File: src/sv/ple_pkg.sv
// Package for the positional list engine: field widths, command and status
// codes, and the broadcast struct that the top level sends to every cell.
// No dependencies.
package ple_pkg;

  localparam int DATA_W = 32;
  localparam int CNT_W  = 7;
  localparam int CMD_W  = 3;
  localparam int POS_W  = 8;
  localparam int ST_W   = 2;

  localparam logic [CMD_W-1:0] CMD_INS_FRONT = 3'd0;
  localparam logic [CMD_W-1:0] CMD_INS_BACK  = 3'd1;
  localparam logic [CMD_W-1:0] CMD_INS_AT    = 3'd2;
  localparam logic [CMD_W-1:0] CMD_DEL_FRONT = 3'd3;
  localparam logic [CMD_W-1:0] CMD_DEL_BACK  = 3'd4;
  localparam logic [CMD_W-1:0] CMD_DEL_AT    = 3'd5;
  localparam logic [CMD_W-1:0] CMD_DUMP      = 3'd6;

  localparam logic [ST_W-1:0] ST_DONE     = 2'd0;
  localparam logic [ST_W-1:0] ST_NOCHANGE = 2'd1;
  localparam logic [ST_W-1:0] ST_FULL     = 2'd2;

  // what every cell does this cycle
  typedef enum logic [1:0] {
    OP_HOLD,
    OP_INS,
    OP_DEL,
    OP_ROT
  } ple_op_t;

  typedef struct packed {
    ple_op_t                   op;
    logic [CNT_W-1:0]          pos;    // zero-based
    logic [CNT_W-1:0]          cnt;    // count before the operation
    logic signed [DATA_W-1:0]  value;
  } ple_bcast_t;

endpackage

File: src/sv/ple_cell.sv
// One list cell: holds the element at its position and takes the value,
// its lower or its upper neighbour, or the head, as the broadcast says.
// Depends on ple_pkg.
module ple_cell (
  input  logic                          clk,
  input  logic [ple_pkg::CNT_W-1:0]     idx_i,
  input  ple_pkg::ple_bcast_t           bc_i,
  input  logic signed [ple_pkg::DATA_W-1:0] prev_i,
  input  logic signed [ple_pkg::DATA_W-1:0] next_i,
  input  logic signed [ple_pkg::DATA_W-1:0] head_i,
  output logic signed [ple_pkg::DATA_W-1:0] data_o
);
  import ple_pkg::*;

  logic signed [DATA_W-1:0] data_r;
  logic signed [DATA_W-1:0] data_nxt;
  logic [CNT_W-1:0]         idx_p1;

  assign idx_p1 = idx_i + 7'd1;

  always_comb begin
    data_nxt = data_r;
    case (bc_i.op)
      OP_INS: begin
        if (idx_i == bc_i.pos) begin
          data_nxt = bc_i.value;
        end else if (idx_i > bc_i.pos) begin
          data_nxt = prev_i;
        end
      end
      OP_DEL: begin
        if (idx_i >= bc_i.pos) begin
          data_nxt = next_i;
        end
      end
      OP_ROT: begin
        // head wraps round to the last occupied cell
        if (idx_p1 == bc_i.cnt) begin
          data_nxt = head_i;
        end else if (idx_p1 < bc_i.cnt) begin
          data_nxt = next_i;
        end
      end
      default: data_nxt = data_r;
    endcase
  end

  always_ff @(posedge clk) begin
    data_r <= data_nxt;
  end

  assign data_o = data_r;

endmodule

File: src/sv/positional_list_engine_top.sv
// Positional list engine: a row of CAPACITY cells holding a packed list of
// signed 32-bit values. Every command but dump yields one result; the cells
// compare their index with the position and shift as the command is taken.
// A dump of an empty list likewise yields one result; any other dump enters
// the dump state on its transfer, then gives one element per result, rotating
// the row past the head cell and waiting while a result is not taken. A new
// command is taken once the dump is over and the result register is free.
// The result register lets a command be taken while its predecessor's result
// is still waiting, as long as that result is taken in the same cycle.
// Depends on ple_pkg and ple_cell.
module positional_list_engine_top #(
  parameter int CAPACITY = 16
) (
  input  logic                              clk,
  input  logic                              rst_n,
  input  logic                              in_valid,
  output logic                              in_ready,
  input  logic [ple_pkg::CMD_W-1:0]         in_cmd,
  input  logic signed [ple_pkg::DATA_W-1:0] in_value,
  input  logic [ple_pkg::POS_W-1:0]         in_position,
  output logic                              out_valid,
  input  logic                              out_ready,
  output logic [ple_pkg::ST_W-1:0]          out_status,
  output logic [ple_pkg::CNT_W-1:0]         out_count,
  output logic signed [ple_pkg::DATA_W-1:0] out_element,
  output logic [ple_pkg::CNT_W-1:0]         out_element_index,
  output logic                              out_last
);
  import ple_pkg::*;

  typedef enum logic {
    S_IDLE,
    S_DUMP
  } state_t;

  localparam logic [CNT_W-1:0] CAP = CNT_W'(CAPACITY);

  state_t                   state_r;
  logic [CNT_W-1:0]         count_r;
  logic [CNT_W-1:0]         count_nxt;
  logic [CNT_W-1:0]         dump_idx_r;
  logic [CNT_W-1:0]         dump_idx_p1;
  logic                     out_valid_r;
  logic [ST_W-1:0]          out_status_r;
  logic [ST_W-1:0]          status_nxt;
  logic [CNT_W-1:0]         out_count_r;
  logic signed [DATA_W-1:0] out_element_r;
  logic [CNT_W-1:0]         out_index_r;
  logic                     out_last_r;

  logic       out_free;
  logic       accept;
  logic       emit;
  logic       load_out;
  logic       full;
  logic       ins_pos_ok;
  logic       del_pos_ok;
  ple_bcast_t bc;

  logic signed [DATA_W-1:0] cell_q [CAPACITY];

  assign out_free    = !out_valid_r || out_ready;
  assign in_ready    = (state_r == S_IDLE) && out_free;
  assign accept      = in_valid && in_ready;
  assign emit        = (state_r == S_DUMP) && out_free;
  // a non-empty dump produces nothing in its transfer cycle
  assign load_out    = emit || (accept && !(in_cmd == CMD_DUMP && count_r != '0));
  assign full        = (count_r >= CAP);
  assign dump_idx_p1 = dump_idx_r + 7'd1;
  assign ins_pos_ok  = (in_position != 8'd0) && (in_position <= (POS_W'(count_r) + 8'd1));
  assign del_pos_ok  = (in_position != 8'd0) && (in_position <= POS_W'(count_r));

  always_comb begin
    bc.op      = OP_HOLD;
    bc.pos     = '0;
    bc.cnt     = count_r;
    bc.value   = in_value;
    status_nxt = ST_NOCHANGE;
    count_nxt  = count_r;
    if (emit) begin
      bc.op = OP_ROT;
    end else if (accept) begin
      case (in_cmd)
        CMD_INS_FRONT, CMD_INS_BACK: begin
          if (full) begin
            status_nxt = ST_FULL;
          end else begin
            bc.op      = OP_INS;
            bc.pos     = (in_cmd == CMD_INS_FRONT) ? '0 : count_r;
            status_nxt = ST_DONE;
            count_nxt  = count_r + 7'd1;
          end
        end
        CMD_INS_AT: begin
          if (!ins_pos_ok) begin
            status_nxt = ST_NOCHANGE;
          end else if (full) begin
            status_nxt = ST_FULL;
          end else begin
            bc.op      = OP_INS;
            bc.pos     = CNT_W'(in_position - 8'd1);
            status_nxt = ST_DONE;
            count_nxt  = count_r + 7'd1;
          end
        end
        CMD_DEL_FRONT, CMD_DEL_BACK: begin
          if (count_r != '0) begin
            bc.op      = OP_DEL;
            bc.pos     = (in_cmd == CMD_DEL_FRONT) ? '0 : (count_r - 7'd1);
            status_nxt = ST_DONE;
            count_nxt  = count_r - 7'd1;
          end
        end
        CMD_DEL_AT: begin
          if (del_pos_ok) begin
            bc.op      = OP_DEL;
            bc.pos     = CNT_W'(in_position - 8'd1);
            status_nxt = ST_DONE;
            count_nxt  = count_r - 7'd1;
          end
        end
        CMD_DUMP: status_nxt = ST_DONE;
        default:  status_nxt = ST_NOCHANGE;
      endcase
    end
  end

  for (genvar g = 0; g < CAPACITY; g++) begin : g_cell
    logic signed [DATA_W-1:0] prev_d;
    logic signed [DATA_W-1:0] next_d;
    if (g == 0) begin : g_first
      assign prev_d = cell_q[g];
    end else begin : g_mid_lo
      assign prev_d = cell_q[g-1];
    end
    if (g == CAPACITY - 1) begin : g_last
      assign next_d = cell_q[g];
    end else begin : g_mid_hi
      assign next_d = cell_q[g+1];
    end
    ple_cell u_cell (
      .clk    (clk),
      .idx_i  (CNT_W'(g)),
      .bc_i   (bc),
      .prev_i (prev_d),
      .next_i (next_d),
      .head_i (cell_q[0]),
      .data_o (cell_q[g])
    );
  end

  always_ff @(posedge clk) begin
    if (!rst_n) begin
      state_r     <= S_IDLE;
      count_r     <= '0;
      dump_idx_r  <= '0;
      out_valid_r <= 1'b0;
    end else begin
      if (load_out) begin
        out_valid_r <= 1'b1;
      end else if (out_ready) begin
        out_valid_r <= 1'b0;
      end
      if (emit) begin
        out_status_r  <= ST_DONE;
        out_count_r   <= count_r;
        out_element_r <= cell_q[0];
        out_index_r   <= dump_idx_p1;
        out_last_r    <= (dump_idx_p1 == count_r);
        dump_idx_r    <= dump_idx_p1;
        if (dump_idx_p1 == count_r) begin
          state_r <= S_IDLE;
        end
      end else if (accept) begin
        count_r <= count_nxt;
        if (in_cmd == CMD_DUMP && count_r != '0) begin
          state_r    <= S_DUMP;
          dump_idx_r <= '0;
        end else begin
          out_status_r  <= status_nxt;
          out_count_r   <= count_nxt;
          out_element_r <= '0;
          out_index_r   <= '0;
          out_last_r    <= 1'b1;
        end
      end
    end
  end

  assign out_valid         = out_valid_r;
  assign out_status        = out_status_r;
  assign out_count         = out_count_r;
  assign out_element       = out_element_r;
  assign out_element_index = out_index_r;
  assign out_last          = out_last_r;

`ifndef SYNTH
  a_count_cap: assert property (@(posedge clk) disable iff (!rst_n)
    count_r <= CAP)
    else $error("element count above capacity");

  a_dump_blocks: assert property (@(posedge clk) disable iff (!rst_n)
    state_r == S_DUMP |-> !in_ready)
    else $error("command taken during dump");

  a_single_result: assert property (@(posedge clk) disable iff (!rst_n)
    accept && in_cmd != CMD_DUMP |=> out_valid && out_last && out_element_index == '0)
    else $error("command transfer without its result");

  a_index_in_range: assert property (@(posedge clk) disable iff (!rst_n)
    out_valid && out_element_index != '0 |-> out_element_index <= out_count)
    else $error("dump index beyond count");
`endif

endmodule
File: config.mk
export PLATFORM = sky130hd
export DESIGN_NAME = positional_list_engine_top
export DESIGN_NICKNAME = d
export VERILOG_FILES = /design/src/sv/ple_pkg.sv /design/src/sv/ple_cell.sv /design/src/sv/positional_list_engine_top.sv
export SDC_FILE = /design/constraint.sdc
export NUM_CORES = 2
export LEC_CHECK = 0
export ABC_AREA = 0
export ABC_CLOCK_PERIOD_IN_PS = 23800
export BUFFER_PORTS_ARGS = -buffer_cell sky130_fd_sc_hd__buf_2
export CAP_MARGIN = 10
export CELL_PAD_IN_SITES_DETAIL_PLACEMENT = 1
export CELL_PAD_IN_SITES_GLOBAL_PLACEMENT = 1
export CORE_MARGIN = 2
export CORE_UTILIZATION = 55
export DETAILED_ROUTE_END_ITERATION = 7
export MAX_ROUTING_LAYER = met4
export PLACE_DENSITY_LB_ADDON = 0.1
export SYNTH_ARGS = -nofsm -noshare
export SYNTH_HDL_FRONTEND = slang
export SYNTH_SLANG_ARGS = --single-unit
File: constraint.sdc
create_clock -name clk -period 23.8 [get_ports clk]
set_input_delay 1.19 -clock clk [delete_from_list [all_inputs] [get_ports clk]]
set_output_delay 1.19 -clock clk [all_outputs]
set_load 0.05 [all_outputs]
# Word level (Yosys, flattened, before mapping)
# Cells that the tools add are included.
# word_totals
register_bits,577
elab_cells,350
input_bits,47
output_inout_bits,51
# op_classes
n_eq_ne,91
n_mux,137
add_sub_neg,5
n_bitwise,2
n_reduce_logical,42
order_cmp,48
# ops
operator,n
$mux 32,80
$pmux 32 s3,15
$eq 4x7->1 const A,16
$mux 7,16
$ne 3x1->1 const B,29
$pmux 32 s2,1
$eq 3x7->1 const A,8
$gt 4x7->1 const A,8
$lt 4x7->1 const A,8
$reduce_and 4->1,14
$ge 4x7->1 const A,7
$ne 2x1->1 const B,19
$pmux 9 s4,1
$eq 2x7->1 const A,4
$ge 3x7->1 const A,4
$gt 3x7->1 const A,4
$lt 3x7->1 const A,4
$pmux 7 s4,1
$mux 9,3
$mux 8,3
$add 7x1->7 const B,2
$eq 1x7->1 const A,2
$ge 1x7->1 const A,2
$ge 2x7->1 const A,2
34 further kinds,72

# Longest topological paths before layout
# depth
word_depth,11
mapped_depth,17
depth_no_buf,14

# Cells and area by module
# From an unflattened synthesis, not the netlist that was laid out.
# unflattened
hier_cells,4208
hier_area_um2,43770.7
# by_module_without_submodules
mod,cells_each,seq_area_each_um2,instances,area_each_um2
ple_cell (g_cell[0].u_cell ...),238,960.9,11,2489.9
ple_cell (g_cell[5].u_cell ...),238,960.9,5,2492.4
positional_list_engine_top,400,1791.7,1,3920.0

# Least setup slack after synthesis
# No wires, ideal clock.
# synth_path
kind,input port to flip-flop
from,input in_position[6] in the netlist's numbering
to,register g_cell[11].u_cell.data_r[0] (enable)
path_buffers,2
setup_ns,0.594
slack_ns,14.565
stages,11
arrival_ns,8.641
required_time_ns,23.206
cell_sequence,ha_1 -> nand4b_4 -> or4b_1 -> a21o_1 -> nor2_1 -> o21ai_1 -> a21oi_1 -> nor4_1 -> buf_2 -> buf_4 -> a2111oi_0
# synth_between
elab_chain_cells,9
elab_cells_between_ends,24
classes_between,1 x add/sub; 4 x order compare; 7 x eq/ne; 7 x mux; 5 x reduce/logical
# synth_lines
item,line,rtl
start: declaration,positional_list_engine_top.sv:20,"input logic [ple_pkg::POS_W-1:0] in_position,"
$sub 7x1->7 (tied with other cells),"positional_list_engine_top.sv:101, positional_list_engine_top.sv:117",
$mux 8 (tied with other cells),positional_list_engine_top.sv:97,end else if (full) begin
$mux 8 or $mux 9 (tied branches),"positional_list_engine_top.sv:95, positional_list_engine_top.sv:115",
$pmux 9 s4 *,positional_list_engine_top.sv:83,case (in_cmd)
$mux 9 *,positional_list_engine_top.sv:82,end else if (accept) begin
$mux 7 or $mux 2 (tied branches),positional_list_engine_top.sv:80,if (emit) begin
$gt 4x7->1 (tied with other cells),ple_cell.sv:27,end else if (idx_i > bc_i.pos) begin
$ne 3x1->1 (no line) (tied with other cells),-,
$reduce_and 4->1 (no line) *,-,
end signal: assignment,ple_cell.sv:49,data_r <= data_nxt;
end: declaration,ple_cell.sv:15,logic signed [DATA_W-1:0] data_r;
# Mark *: on every way between the ends. The rest lies on a longest branch, timed or not.
# A chain may end at the register's enable or synchronous reset.

# Worst setup path after layout
# layout_path
from,register count_r[3]
to,register g_cell[4].u_cell.data_r[22] (enable)
# layout_between
elab_chain_cells,10
elab_cells_between_ends,32
classes_between,2 x add/sub; 6 x order compare; 8 x eq/ne; 11 x mux; 5 x reduce/logical
# layout_lines
item,line,rtl
start: declaration,positional_list_engine_top.sv:39,logic [CNT_W-1:0] count_r;
start signal: assignment,positional_list_engine_top.sv:175,count_r <= count_nxt;
$add 7x1->8,positional_list_engine_top.sv:70,assign ins_pos_ok = (in_position != 8'd0) && (in_position <= (POS_W'(count_r) + 8'd1));
$le 8x8->1,positional_list_engine_top.sv:70,
$logic_and 1x1->1,positional_list_engine_top.sv:70,
$mux 8,positional_list_engine_top.sv:95,if (!ins_pos_ok) begin
$pmux 9 s4,positional_list_engine_top.sv:83,
$mux 9,positional_list_engine_top.sv:82,
$mux 7 or $mux 2 (tied branches),positional_list_engine_top.sv:80,
$gt 3x7->1 (tied with other cells),ple_cell.sv:27,
$ne 3x1->1 (no line) (tied with other cells),-,
$reduce_and 4->1 (no line) *,-,
end signal: assignment,ple_cell.sv:49,
end: declaration,ple_cell.sv:15,
# Marked as above.

==> flow_summary.yaml <==
run_status:
  status: "finished clean"
synth:
  ys.flop_type: "edfxtp_1"
  synth_common_cells: "561 x edfxtp_1, 385 x a22oi_1, 322 x o211ai_1"
  synth_top_cell_by_area: "edfxtp_1"
  synth_cell_types: 77
  synth-seq-cells: 577
  syn_avg_cell_area_sq_um: 11.1
  synthCells: 2921
  async_reset_ff_share_pct: 0
  synth-edff-count: 561
  yosys-top-cells-area: "edfxtp_1 52%, mux2i_1 8.9%, a22oi_1 8.9%, o211ai_1 7.5%, o21ai_0 3.5%"
  ys_seq_area_share_pct: 53.0
  syn-cell-area_sq_um: 32400
  synth_nets: 2992
  yosys.area.top_type_share_pct: 52.1
  yosysMostFrequentCell: "edfxtp_1"
  yosys_warnings: 0
cts:
  path_clk_slew_ps: 60
  cts.sinks: 577
  root_buffer: "clkbuf_16"
  htree_levels: 3
  clock_latency_ps: 620
  cts-buffers-inserted: 66
  cts.hold.buffers_added: 0
  cts_buffer_depth: 3
  cts_resized: 0
  cts_tree: "yes"
  cts_setup_buffers: 0
global_route:
  grt_pass1_wl_um: 206000
  antenna_found_initial: 8
  grtUsageTotal_pct: 47.9
  overflow: 0
  grt_max_degree: 195
  grt_pass1_vias: 29900
worst_hold_path:
  hp-class: "reg2reg"
placement:
  port_buffers: 97
  dp_hpwl_um: 79600
  place_congestion: 0.953
  pre_cts_slack_ps: 17210
timing:
  fmax_mhz: 147
  setup_viol: 0
  setup_slack_ps: 17010
  period_share_pct: 28.6
  slew_violations: 0
  rsz0062_at_grt: "no"
  hold_ws_ps: 535
  finalCriticalPeriod_ps: 6790
  worst_slew_pin_slew_ps: 1320
  hold_viol: 0
  relSlewSlack_pct: 11.7
  setup_tns_ps: 0
  fin_skew_ps: 28.7
finish:
  drive_gt1_share_pct: 12.0
  areaGrowthSynthToFinish_pct: 9.95
  fin_nets: 2915
  fillCellCount: 5945
critical_path:
  path_common_cell: "nor2_1"
  crit_family: "simple AND/OR/NAND/NOR gates"
  startpoint_type: "register"
  cp.arrival_ps: 7040
  cp.required_ps: 24050
  path_buf_inv: 2
  cp_cell_sequence: "clkinv_1 -> nor2_1 -> nand3_1 -> xnor2_1 -> ha_1 -> nand4_1 -> nor2_1 -> nor2b_1 -> o41ai_1 -> and2_1 -> a21oi_1 -> or2_2 -> nor3_2 -> buf_4"
  slowest_delay_ps: 870
  worstPathMaxFanout: 25
  endpoint_kind: "register"
  critPathKind: "reg2reg"
  critPathSlowestCell: "nor3_2"
die:
  rows: 88
  num_io_pins: 98
  chipHeight_um: 247
  core_sq_um: 57900
  die_w_um: 247
  start_util_pct: 55.9
  die-area_sq_um: 60800
drt:
  wl_per_cell_um: 38.9
  vias_per_cell: 8.04
  dr.pass1.iters: 6
  drt-total-wl_um: 143000
  drtIter0Drc: 4613
  drcViolationCount: 0
  postRouteAntennaNets: 0
  num_vias: 29500
pwr:
  power_leakage_nw: 11.2
  p_per_area_nw_per_um2: 79.7
  ir_drop_mv: 0.0626
job:
  drv.max_cap_violation_count: 0
-- layer usage --
| layer | vias to the layer above | track usage [%] | part of all wire (%) | routed length (um) |
|---|---|---|---|---|
| met3 | 696 | 15.7 | 15 | 21400 |
| met4 | 0 | 27.1 | 6.3 | 8990 |
| met5 | - | - | 0 | 0 |
| met1 | 14600 | 60.0 | 36 | 51100 |
| met2 | 2701 | 68.3 | 43 | 61200 |
| li1 | 11500 | - | - | - |
-- placed cells by master (no fill, tap or decap), drive strengths merged, types with 41 or more instances in the layout --
cell | synthesis | routed
nor2 | 53 | 53
inv | 45 | 47
o21ai | 264 | 264
nand3 | 82 | 82
edfxtp | 561 | 561
mux2i | 289 | 289
nand2 | 256 | 256
buf | 54 | 176
a21oi | 41 | 41
o211ai | 322 | 322
clkbuf | 267 | 80
a22oi | 385 | 385
o221ai | 63 | 63
-- worst paths after layout --
path	from	endpoint	slack [ps]	cells past startpoint
setup / recovery	count_r[3]$_SDFFE_PN0P_	g_cell[4].u_cell.data_o[22]$_DFFE_PP_	17010	14
hold / removal	g_cell[15].u_cell.data_o[20]$_DFFE_PP_	g_cell[14].u_cell.data_o[20]$_DFFE_PP_	530	2
setup reg to reg	count_r[3]$_SDFFE_PN0P_	g_cell[4].u_cell.data_o[22]$_DFFE_PP_	17010	14
hold reg to reg	g_cell[15].u_cell.data_o[20]$_DFFE_PP_	g_cell[14].u_cell.data_o[20]$_DFFE_PP_	530	2
-- area by class of cell --
class | instances | area [sq um] | share of cell area, %
diodes | 10 | 25.0 | 0.0703
clock buffers | 80 | 1750 | 4.91
clock inverters | 35 | 335 | 0.942
inverters | 48 | 180 | 0.506
multi-input cells | 1975 | 14100 | 39.6
flip-flops and latches | 577 | 17200 | 48.2
well taps | 765 | 957 | 2.69
repair buffers | 176 | 1090 | 3.07
-- tightest hold or removal path, delay by kind of cell, from the launching register on --
family	cells	cell delay (ps)
simple gates	1	50
compound gates	1	60
flops	1	320
-- kinds of logic (layout without fill, tap and decap cells) --
kind of cell               after synthesis  in the layout  share of synthesized area [%]
other                                    0             10                              0
and+or+nand+nor                        508            508                           7.53
buffers and inverters                  369            339                           4.63
xor gates and xnor gates                23             23                          0.622
DFF                                    577            577                           53.0
AOI/OAI and AO/OA                     1130           1130                           24.3
adders and majority gates               24             24                          0.928
muxes                                  290            290                           8.97
-- where the power goes --
part           switching, W  internal (W)
Clock              0.000442      0.000579
Sequential        0.0000700       0.00126
Combinational      0.000360      0.000128
Total              0.000872       0.00196
-- state kept, by name, summed over array words and instances, names as in the netlist, 2 cells and up --
signal and count:
g_cell.u_cell.data_o 512, out_element 32, count_r 7, dump_idx_r 7, out_count 7, out_element_index 7
out_status 2
-- stage by stage --
step           instances  utilization (%)  instance area (sq um)  total power (W)
6_report            3666             61.4                  35600          0.00284
4_1_cts             3656             61.4                  35600          0.00280
3_3_place_gp        3541             57.8                  33500          0.00178
2_1_floorplan       2921                -                  32400          0.00160
3_5_place_dp        3541             57.8                  33500          0.00180
5_1_grt             3663             61.4                  35600          0.00289
Power figures use the tool's default switching activity.
